### config.mk
export PLATFORM = sky130hd
export DESIGN_NAME = four_op_register_machine_executor_top_flat
export DESIGN_NICKNAME = d
export VERILOG_FILES = /design/src/rtl/core/frme_pkg.sv /design/src/rtl/core/frme_if.sv /design/src/rtl/core/four_op_register_machine_executor_top.sv /design/src/flat_wrapper.sv
export VERILOG_INCLUDE_DIRS = /design/src /design/src/rtl/core
export SDC_FILE = /design/constraint.sdc
export NUM_CORES = 2
export LEC_CHECK = 0
export ABC_CLOCK_PERIOD_IN_PS = 12500
export BUFFER_PORTS_ARGS = -buffer_cell sky130_fd_sc_hd__buf_2
export CAP_MARGIN = 20
export CORE_MARGIN = 4
export CORE_UTILIZATION = 60
export CTS_BUF_LIST = sky130_fd_sc_hd__clkbuf_8
export DETAILED_ROUTE_END_ITERATION = 8
export PLACE_DENSITY = 0.77
export SYNTH_ARGS = -nofsm -noshare
export SYNTH_HDL_FRONTEND = slang
export SYNTH_SLANG_ARGS = --single-unit
### constraint.sdc
create_clock -name clock -period 12.5 [get_ports clock]
set_clock_uncertainty 0.1 [all_clocks]
set_input_delay 0 -clock clock [delete_from_list [all_inputs] [get_ports clock]]
set_output_delay 0 -clock clock [all_outputs]
set_load 0.03 [all_outputs]
### src/rtl/core/four_op_register_machine_executor_top_assert.svh
// Assertion macros for the register machine executor.
// Each macro checks on the rising edge of clock and is quiet during reset.
`ifndef FOUR_OP_REGISTER_MACHINE_EXECUTOR_TOP_ASSERT_SVH
`define FOUR_OP_REGISTER_MACHINE_EXECUTOR_TOP_ASSERT_SVH

// Same-cycle implication
`define FRME_ASSERT_NOW(label, ante, cons, msg) \
   label: assert property (@(posedge clock) disable iff (reset) (ante) |-> (cons)) \
      else $error(msg);

// Next-cycle implication
`define FRME_ASSERT_NEXT(label, ante, cons, msg) \
   label: assert property (@(posedge clock) disable iff (reset) (ante) |=> (cons)) \
      else $error(msg);

`endif

### src/rtl/core/frme_pkg.sv
package frme_pkg;

   // Opcode byte values
   localparam logic [7:0] OP_ADD   = 8'h00;
   localparam logic [7:0] OP_LOAD  = 8'h01;
   localparam logic [7:0] OP_STORE = 8'h02;
   localparam logic [7:0] OP_MUL   = 8'h03;

   // Request command values
   localparam logic CMD_EXEC    = 1'b0;
   localparam logic CMD_PRELOAD = 1'b1;

   // Result outcome codes
   typedef enum logic [2:0] {
      OUT_ADD     = 3'd0,
      OUT_LOAD    = 3'd1,
      OUT_STORE   = 3'd2,
      OUT_MUL     = 3'd3,
      OUT_ILLEGAL = 3'd4,
      OUT_RANGE   = 3'd5,
      OUT_PRELOAD = 3'd6
   } outcome_type;

endpackage

### src/rtl/core/frme_if.sv
// Request channel: one instruction or one preload
interface frme_req_if;
   logic        valid;
   logic        ready;
   logic        cmd;
   logic [31:0] instruction;
   logic [2:0]  preload_address;
   logic [31:0] preload_value;

   modport source (output valid, cmd, instruction, preload_address, preload_value,
                   input ready);
   modport sink   (input valid, cmd, instruction, preload_address, preload_value,
                   output ready);
endinterface

// Response channel: one result per request
interface frme_rsp_if;
   logic                      valid;
   logic                      ready;
   frme_pkg::outcome_type     outcome;
   logic [31:0]               value;

   modport source (output valid, outcome, value, input ready);
   modport sink   (input valid, outcome, value, output ready);
endinterface

### src/rtl/core/four_op_register_machine_executor_top.sv
// Channel | Role   | Payload                                         | Handshake
// req_if  | sink   | cmd, instruction, preload_address, preload_value | valid/ready
// rsp_if  | source | outcome, value                                  | valid/ready
//
// One request per cycle when no response stall or clearing sweep holds req_if.ready low;
// each request is registered in stage 1, then its result in the response register.
// Stage 1 registers the request and the register file / data memory read data;
// stage 2 holds the response. A one-deep write bypass covers back-to-back hazards.
// After reset a clearing sweep zeroes both stores,
// and req_if.ready stays low during it.
// A stalled response holds stage 1; a new request enters as stage 1 drains.
`include "four_op_register_machine_executor_top_assert.svh"

module four_op_register_machine_executor_top #(
   parameter int NUM_REGS  = 8,
   parameter int MEM_WORDS = 8
) (
   input logic        clock,
   input logic        reset,
   frme_req_if.sink   req_if,
   frme_rsp_if.source rsp_if
);

   localparam int RIDX_W  = (NUM_REGS > 1) ? $clog2(NUM_REGS) : 1;
   localparam int MADDR_W = (MEM_WORDS > 1) ? $clog2(MEM_WORDS) : 1;
   localparam int CLR_LEN = (NUM_REGS > MEM_WORDS) ? NUM_REGS : MEM_WORDS;
   localparam int CLR_W   = $clog2(CLR_LEN + 1);

   // Storage
   logic [31:0] rf_mem [NUM_REGS];
   logic [31:0] dm_mem [MEM_WORDS];

   // Clearing sweep
   logic [CLR_W-1:0] clr_cnt_ff, clr_cnt_in;
   logic             clr_busy;

   // Stage 1 request and read data
   logic              s1_v_ff, s1_v_in;
   logic              s1_cmd_ff;
   logic [31:0]       s1_instr_ff;
   logic [2:0]        s1_paddr_ff;
   logic [31:0]       s1_pval_ff;
   logic [31:0]       rd_a_ff, rd_b_ff, rd_m_ff;

   // Write bypass captured at the read edge
   logic              fwd_rf_v_ff, fwd_rf_v_in;
   logic [RIDX_W-1:0] fwd_rf_idx_ff;
   logic              fwd_dm_v_ff, fwd_dm_v_in;
   logic [MADDR_W-1:0] fwd_dm_idx_ff;
   logic [31:0]       fwd_data_ff;

   // Response register
   logic                  out_v_ff, out_v_in;
   frme_pkg::outcome_type out_outcome_ff, out_outcome_in;
   logic [31:0]           out_value_ff, out_value_in;

   // Handshake
   logic req_fire, adv;

   // Stage 1 decode
   logic [7:0]          op, r_hi, r_mid, r_lo;
   logic [15:0]         addr;
   logic                hi_ok, mid_ok, lo_ok, addr_ok, pre_ok;
   logic [RIDX_W-1:0]   hi_idx, mid_idx, lo_idx;
   logic [MADDR_W-1:0]  addr_idx;
   logic [31:0]         opa, opb, opm;
   logic                rf_we, dm_we;
   logic [RIDX_W-1:0]   rf_widx;
   logic [MADDR_W-1:0]  dm_widx;
   logic [31:0]         wdata;

   // Read addresses taken straight from the incoming request
   logic [RIDX_W-1:0]   rd_a_idx, rd_b_idx;
   logic [MADDR_W-1:0]  rd_m_idx;

   assign clr_busy = (clr_cnt_ff < CLR_W'(CLR_LEN));
   assign clr_cnt_in = clr_busy ? clr_cnt_ff + 1'b1 : clr_cnt_ff;

   // Advance stage 1 when the response register is free or drains
   assign adv      = s1_v_ff && (!out_v_ff || rsp_if.ready);
   assign req_if.ready = !clr_busy && (!s1_v_ff || adv);
   assign req_fire = req_if.valid && req_if.ready;

   assign rd_a_idx = req_if.instruction[16 +: RIDX_W];
   assign rd_b_idx = req_if.instruction[8 +: RIDX_W];
   assign rd_m_idx = req_if.instruction[MADDR_W-1:0];

   // Decode the held request
   always_comb begin
      op      = s1_instr_ff[31:24];
      r_hi    = s1_instr_ff[23:16];
      r_mid   = s1_instr_ff[15:8];
      r_lo    = s1_instr_ff[7:0];
      addr    = s1_instr_ff[15:0];
      hi_ok   = ({1'b0, r_hi}  < 9'(NUM_REGS));
      mid_ok  = ({1'b0, r_mid} < 9'(NUM_REGS));
      lo_ok   = ({1'b0, r_lo}  < 9'(NUM_REGS));
      addr_ok = ({1'b0, addr}  < 17'(MEM_WORDS));
      pre_ok  = (17'(s1_paddr_ff) < 17'(MEM_WORDS));
      hi_idx   = r_hi[RIDX_W-1:0];
      mid_idx  = r_mid[RIDX_W-1:0];
      lo_idx   = r_lo[RIDX_W-1:0];
      addr_idx = addr[MADDR_W-1:0];
   end

   // Bypass the write that landed on the same edge as the reads
   always_comb begin
      opa = (fwd_rf_v_ff && fwd_rf_idx_ff == hi_idx)  ? fwd_data_ff : rd_a_ff;
      opb = (fwd_rf_v_ff && fwd_rf_idx_ff == mid_idx) ? fwd_data_ff : rd_b_ff;
      opm = (fwd_dm_v_ff && fwd_dm_idx_ff == addr_idx) ? fwd_data_ff : rd_m_ff;
   end

   // Execute: result, outcome and store writes
   always_comb begin
      out_outcome_in = frme_pkg::OUT_RANGE;
      wdata          = '0;
      rf_we          = 1'b0;
      dm_we          = 1'b0;
      rf_widx        = lo_idx;
      dm_widx        = addr_idx;
      if (s1_cmd_ff == frme_pkg::CMD_PRELOAD) begin
         dm_widx = MADDR_W'(s1_paddr_ff);
         if (pre_ok) begin
            out_outcome_in = frme_pkg::OUT_PRELOAD;
            wdata          = s1_pval_ff;
            dm_we          = 1'b1;
         end
      end else begin
         case (op)
            frme_pkg::OP_ADD, frme_pkg::OP_MUL: begin
               if (hi_ok && mid_ok && lo_ok) begin
                  if (op == frme_pkg::OP_ADD) begin
                     out_outcome_in = frme_pkg::OUT_ADD;
                     wdata          = opa + opb;
                  end else begin
                     out_outcome_in = frme_pkg::OUT_MUL;
                     wdata          = opa * opb;
                  end
                  rf_we   = 1'b1;
                  rf_widx = lo_idx;
               end
            end
            frme_pkg::OP_LOAD: begin
               if (hi_ok && addr_ok) begin
                  out_outcome_in = frme_pkg::OUT_LOAD;
                  wdata          = opm;
                  rf_we          = 1'b1;
                  rf_widx        = hi_idx;
               end
            end
            frme_pkg::OP_STORE: begin
               if (hi_ok && addr_ok) begin
                  out_outcome_in = frme_pkg::OUT_STORE;
                  wdata          = opa;
                  dm_we          = 1'b1;
               end
            end
            default: begin
               out_outcome_in = frme_pkg::OUT_ILLEGAL;
            end
         endcase
      end
      out_value_in = wdata;
   end

   // Next control state
   always_comb begin
      s1_v_in     = req_fire || (s1_v_ff && !adv);
      out_v_in    = adv || (out_v_ff && !rsp_if.ready);
      fwd_rf_v_in = adv && rf_we;
      fwd_dm_v_in = adv && dm_we;
   end

   // Control registers
   always_ff @(posedge clock) begin
      if (reset) begin
         clr_cnt_ff  <= '0;
         s1_v_ff     <= 1'b0;
         out_v_ff    <= 1'b0;
         fwd_rf_v_ff <= 1'b0;
         fwd_dm_v_ff <= 1'b0;
      end else begin
         clr_cnt_ff <= clr_cnt_in;
         s1_v_ff    <= s1_v_in;
         out_v_ff   <= out_v_in;
         if (req_fire) begin
            fwd_rf_v_ff <= fwd_rf_v_in;
            fwd_dm_v_ff <= fwd_dm_v_in;
         end
      end
   end

   // Stage 1 payload, read data and bypass data
   always_ff @(posedge clock) begin
      if (req_fire) begin
         s1_cmd_ff     <= req_if.cmd;
         s1_instr_ff   <= req_if.instruction;
         s1_paddr_ff   <= req_if.preload_address;
         s1_pval_ff    <= req_if.preload_value;
         rd_a_ff       <= rf_mem[rd_a_idx];
         rd_b_ff       <= rf_mem[rd_b_idx];
         rd_m_ff       <= dm_mem[rd_m_idx];
         fwd_rf_idx_ff <= rf_widx;
         fwd_dm_idx_ff <= dm_widx;
         fwd_data_ff   <= wdata;
      end
   end

   // Response payload
   always_ff @(posedge clock) begin
      if (adv) begin
         out_outcome_ff <= out_outcome_in;
         out_value_ff   <= out_value_in;
      end
   end

   // Register file write: clearing sweep, then executed requests
   always_ff @(posedge clock) begin
      if (clr_busy) begin
         if (clr_cnt_ff < CLR_W'(NUM_REGS)) begin
            rf_mem[clr_cnt_ff[RIDX_W-1:0]] <= '0;
         end
      end else if (adv && rf_we) begin
         rf_mem[rf_widx] <= wdata;
      end
   end

   // Data memory write: clearing sweep, then executed requests
   always_ff @(posedge clock) begin
      if (clr_busy) begin
         if (clr_cnt_ff < CLR_W'(MEM_WORDS)) begin
            dm_mem[clr_cnt_ff[MADDR_W-1:0]] <= '0;
         end
      end else if (adv && dm_we) begin
         dm_mem[dm_widx] <= wdata;
      end
   end

   assign rsp_if.valid   = out_v_ff;
   assign rsp_if.outcome = out_outcome_ff;
   assign rsp_if.value   = out_value_ff;

   // Checks
   `FRME_ASSERT_NOW(a_no_accept_in_clear, clr_busy, !req_fire,
      "request accepted during clearing sweep")
   `FRME_ASSERT_NEXT(a_accept_fills_s1, req_fire, s1_v_ff,
      "accepted request missing from stage 1")
   `FRME_ASSERT_NEXT(a_adv_fills_out, adv, out_v_ff,
      "advanced request missing from response register")
   `FRME_ASSERT_NOW(a_error_zero,
      out_v_ff && (out_outcome_ff == frme_pkg::OUT_ILLEGAL ||
                   out_outcome_ff == frme_pkg::OUT_RANGE),
      out_value_ff == 32'd0,
      "error response with nonzero value")
   `FRME_ASSERT_NOW(a_single_store_write, adv, !(rf_we && dm_we),
      "request writes both stores")

endmodule

### src/flat_wrapper.sv
// flat-port wrapper written by rule: the top's interface ports become plain ports
module four_op_register_machine_executor_top_flat 
#(
   parameter int NUM_REGS  = 8,
   parameter int MEM_WORDS = 8
)
  (clock, reset, req_if_valid, req_if_cmd, req_if_instruction, req_if_preload_address, req_if_preload_value, req_if_ready, rsp_if_valid, rsp_if_outcome, rsp_if_value, rsp_if_ready);
  frme_req_if req_if_i ();
  frme_rsp_if rsp_if_i ();
  input logic clock;
  input logic reset;
  input wire logic [$bits(req_if_i.valid)-1:0] req_if_valid;
  input wire logic [$bits(req_if_i.cmd)-1:0] req_if_cmd;
  input wire logic [$bits(req_if_i.instruction)-1:0] req_if_instruction;
  input wire logic [$bits(req_if_i.preload_address)-1:0] req_if_preload_address;
  input wire logic [$bits(req_if_i.preload_value)-1:0] req_if_preload_value;
  output wire logic [$bits(req_if_i.ready)-1:0] req_if_ready;
  output wire logic [$bits(rsp_if_i.valid)-1:0] rsp_if_valid;
  output wire logic [$bits(rsp_if_i.outcome)-1:0] rsp_if_outcome;
  output wire logic [$bits(rsp_if_i.value)-1:0] rsp_if_value;
  input wire logic [$bits(rsp_if_i.ready)-1:0] rsp_if_ready;
  assign req_if_i.valid = req_if_valid;
  assign req_if_i.cmd = req_if_cmd;
  assign req_if_i.instruction = req_if_instruction;
  assign req_if_i.preload_address = req_if_preload_address;
  assign req_if_i.preload_value = req_if_preload_value;
  assign req_if_ready = req_if_i.ready;
  assign rsp_if_valid = rsp_if_i.valid;
  assign rsp_if_outcome = rsp_if_i.outcome;
  assign rsp_if_value = rsp_if_i.value;
  assign rsp_if_i.ready = rsp_if_ready;
  four_op_register_machine_executor_top #(.NUM_REGS(NUM_REGS), .MEM_WORDS(MEM_WORDS)) u_core (.clock(clock), .reset(reset), .req_if(req_if_i), .rsp_if(rsp_if_i));
endmodule
==> flow_summary.yaml <==
hold_path:
  hp-class: "input pin to flip-flop"
  min_from: "req_if_instruction[17]"
pwr:
  pwr-share-seq_pct: 50.7
  ir_worst_vdd_v: 0.000165
  p_int_mw: 4.19
  sw_frac_of_total_pct: 27.0
  comb_power_share_pct: 17.1
  power.leakage_nw: 21.0
  power_frac_clock_pct: 32.1
  power_density_mw_per_mm2: 108
  p_sw_mw: 1.55
yosys:
  yosysSeqAreaShare_pct: 47.2
  synth_area_mm2: 0.0480
  synth_ff_type: "edfxtp_1"
  synthCells: 3547
  ys_warn_count: 0
  synth_cell_type_count: 70
  synthTopCellsByArea: "edfxtp_1 47%, fa_1 17%, mux4_2 9.0%, ha_1 4.0%, inv_1 3.6%"
  synth_edf_count: 749
  async_reset_ff_share_pct: 0
  yosysMostFrequentCell: "edfxtp_1"
  yosys.area.top_type_share_pct: 46.9
  synth_seq_cells: 757
  syn_nets: 4183
  synth_top_area_cell: "edfxtp_1"
  synth_common_cells: "749 x edfxtp_1, 457 x inv_1, 429 x nor2_1, 409 x fa_1, 250 x nand2_1"
  avgSynthCellArea_um2: 13.5
floorplanning:
  rows: 103
  dieArea_mm2: 0.0845
  core_mm2: 0.0791
  die_x_um: 291
  initial_utilization_pct: 60.6
  pin_count: 109
  die_y_um: 291
setup_path:
  crit_path_end_kind: "flip-flop"
  crit_slowest_cell: "nand4_1"
  start_kind: "flip-flop"
  crit_type: "flip-flop to flip-flop"
  worstPathMaxFanout: 17
  cp.required_ns: 12.74
  reg2reg_slack_ns: 1.63
  rr_startpoint: "u_core.fwd_rf_idx_ff[2]"
  worstPathArrival_ns: 11.12
  critPathLaunch: "u_core.fwd_rf_idx_ff[2]"
  crit_top_cell: "fa_1"
  crit_path_max_incr_delay_ns: 0.73
drt:
  antenna_left: 0
  drt-total-wl_um: 146000
  dr.pass1.iters: 9
  drtIter0Drc: 4028
  num_vias: 32051
  vias_per_cell: 6.47
  routedWlPerCell_um: 29.5
  drc_errors: 0
timing:
  tightest_slew_ns: 1.30
  max_freq_mhz: 92.0
  period_minus_slack_ns: 10.87
  period_share_pct: 87.0
  rsz0062_at_grt: "false"
  max_slew_margin_pct: 11.9
  fin_ws_ns: 1.63
  hold_viol: 0
  finalSetupViolations: 0
  final.setup.tns_ns: 0
  report.final.slew_viol_count: 0
clock_network:
  clk_latency_ns: 0.73
  clock_sinks: 757
  cts_resized: 0
  cts_setup_buffers: 0
  clock_path_buffers: 3
  cts_hold_buffers: 127
  h-tree-depth: 3
  numCtsBuffers: 105
  cts-root-buf: "clkbuf_8"
  cts_tree: "done"
  clk_pin_slew_worst_paths_ns: 0.07
global_routing:
  grt_max_degree: 138
  antenna_found_initial: 8
  grt_pass1_vias: 33262
  grt-ovfl-total: 0
  grt_pass1_wl_um: 214000
  track_usage_pct: 34.7
finish:
  finish.instance_area_mm2: 0.0533
  syn_to_final_growth_pct: 11.1
  layout.nets: 4457
  drive_gt1_share_pct: 17.5
  fillers: 5378
place:
  dp_slack_ns: 1.96
  dp_hpwl_um: 98500
  port_buffers: 108
  gp_congestion: 1.04
  dpl-instance-area_mm2: 0.0500
run:
  timing.max_cap.violations: 0
run_status:
  status: "complete, no violations"
==> power by group through the flow <==
stage	Sequential, mW	Clock, mW	Combinational, mW
after floorplan	2.95	0	0.616
after global placement	2.95	0	0.897
after detailed placement	2.96	0	0.902
after CTS	2.91	1.84	0.941
after global routing	2.91	1.98	1.03
final	2.91	1.84	0.983
==> flip-flops by register name, summed over array words and instances (netlist names), 3 cells and up <==
| signal | count |
|---|---|
| u_core.fwd_data_ff | 32 |
| u_core.rd_a_ff | 32 |
| u_core.s1_pval_ff | 32 |
| u_core.rf_mem | 256 |
| u_core.rsp_if.value | 32 |
| u_core.s1_paddr_ff | 3 |
| u_core.rd_m_ff | 32 |
| u_core.s1_instr_ff | 32 |
| u_core.fwd_dm_idx_ff | 3 |
| u_core.fwd_rf_idx_ff | 3 |
| u_core.rd_b_ff | 32 |
| u_core.dm_mem | 256 |
| u_core.rsp_if.outcome | 3 |
| u_core.clr_cnt_ff | 4 |
==> final timing paths <==
kind,cells after the start,to
worst max-delay path,32,u_core.rf_mem[7][28]
worst min-delay path,2,u_core.s1_instr_ff[17]
worst max register to register,32,u_core.rf_mem[7][28]
worst min register to register,2,u_core.fwd_dm_v_ff
==> through the flow <==
step           total power, mW  utilization [%]  std cells  hold slack, ns
2_1_floorplan             3.57                -       3547        -0.00113
3_5_place_dp              3.86             63.2       4634          0.0781
4_1_cts                   5.69             67.3       4946          0.0128
5_1_grt                   5.93             67.4       4950          0.0523
6_report                  5.74             67.4       4954          0.0611
3_3_place_gp              3.85             63.2       4633          0.0769
==> cell families (layout without fill, tap and decap cells) <==
| kind of cell | Yosys count | in the layout | synth area share [%] |
|---|---|---|---|
| buffers and inverters | 631 | 983 | 5.07 |
| AO/OA/AOI/OAI | 292 | 292 | 3.90 |
| other | 0 | 5 | 0 |
| adder cells (fa/ha/maj) | 564 | 564 | 21.1 |
| AND/OR/NAND/NOR | 780 | 780 | 6.56 |
| flip-flops | 757 | 757 | 47.2 |
| XOR/XNOR | 123 | 123 | 2.29 |
| multiplexers | 400 | 400 | 13.8 |
==> worst max-delay path, delay by kind of cell, from the launching register on <==
family / cells / cell delay [ns]
fa+ha+maj: 10 / 4.50
compound gates: 9 / 2.09
buf+inv: 7 / 1.48
simple gates: 3 / 1.10
xor+xnor: 2 / 0.60
flops: 1 / 0.44
mux: 1 / 0.17
==> final cells by class <==
cell class	instances	area (µm²)	area share (%)
Tap cell	1050	1310	2.46
Sequential cell	757	22700	42.5
Clock buffer	106	1460	2.74
Inverter	480	1810	3.39
Multi-Input combinational cell	2159	23100	43.3
Antenna cell	5	12.5	0.0235
Clock inverter	79	508	0.953
Timing Repair Buffer	318	2470	4.63
==> layout by cell type, fill, tap and decap left out, drive strengths merged, types with 6 or more instances in the layout <==
cell	Yosys	final
or3	8	8
and2	13	13
o31ai	6	6
clkinv	14	48
nor2b	8	8
o21ai	53	53
nor4	7	7
nand3	13	13
a21o	50	50
o21a	8	8
ha	155	155
a31oi	8	8
nand2	250	250
a211oi	11	11
mux4	192	192
and3	6	6
mux2i	104	104
o221ai	9	9
nor3	18	18
nand2b	17	17
xnor2	95	95
edfxtp	749	749
a21oi	85	85
inv	466	505
dlygate4sd3	0	128
clkbuf	118	106
xor2	27	27
fa	409	409
nand4	7	7
mux2	104	104
nor2	429	429
o22ai	25	25
dfxtp	8	8
buf	33	190
==> layer usage <==
metal | part of all wire, % | track usage (%) | vias to the layer above
met2 | 46 | 54.0 | 2448
met3 | 13 | 9.28 | 590
met4 | 7.9 | 21.6 | 4
met5 | 0.016 | 0 | -
li1 | - | - | 12884
met1 | 33 | 43.8 | 16125
(Power assumes the default switching activity.)
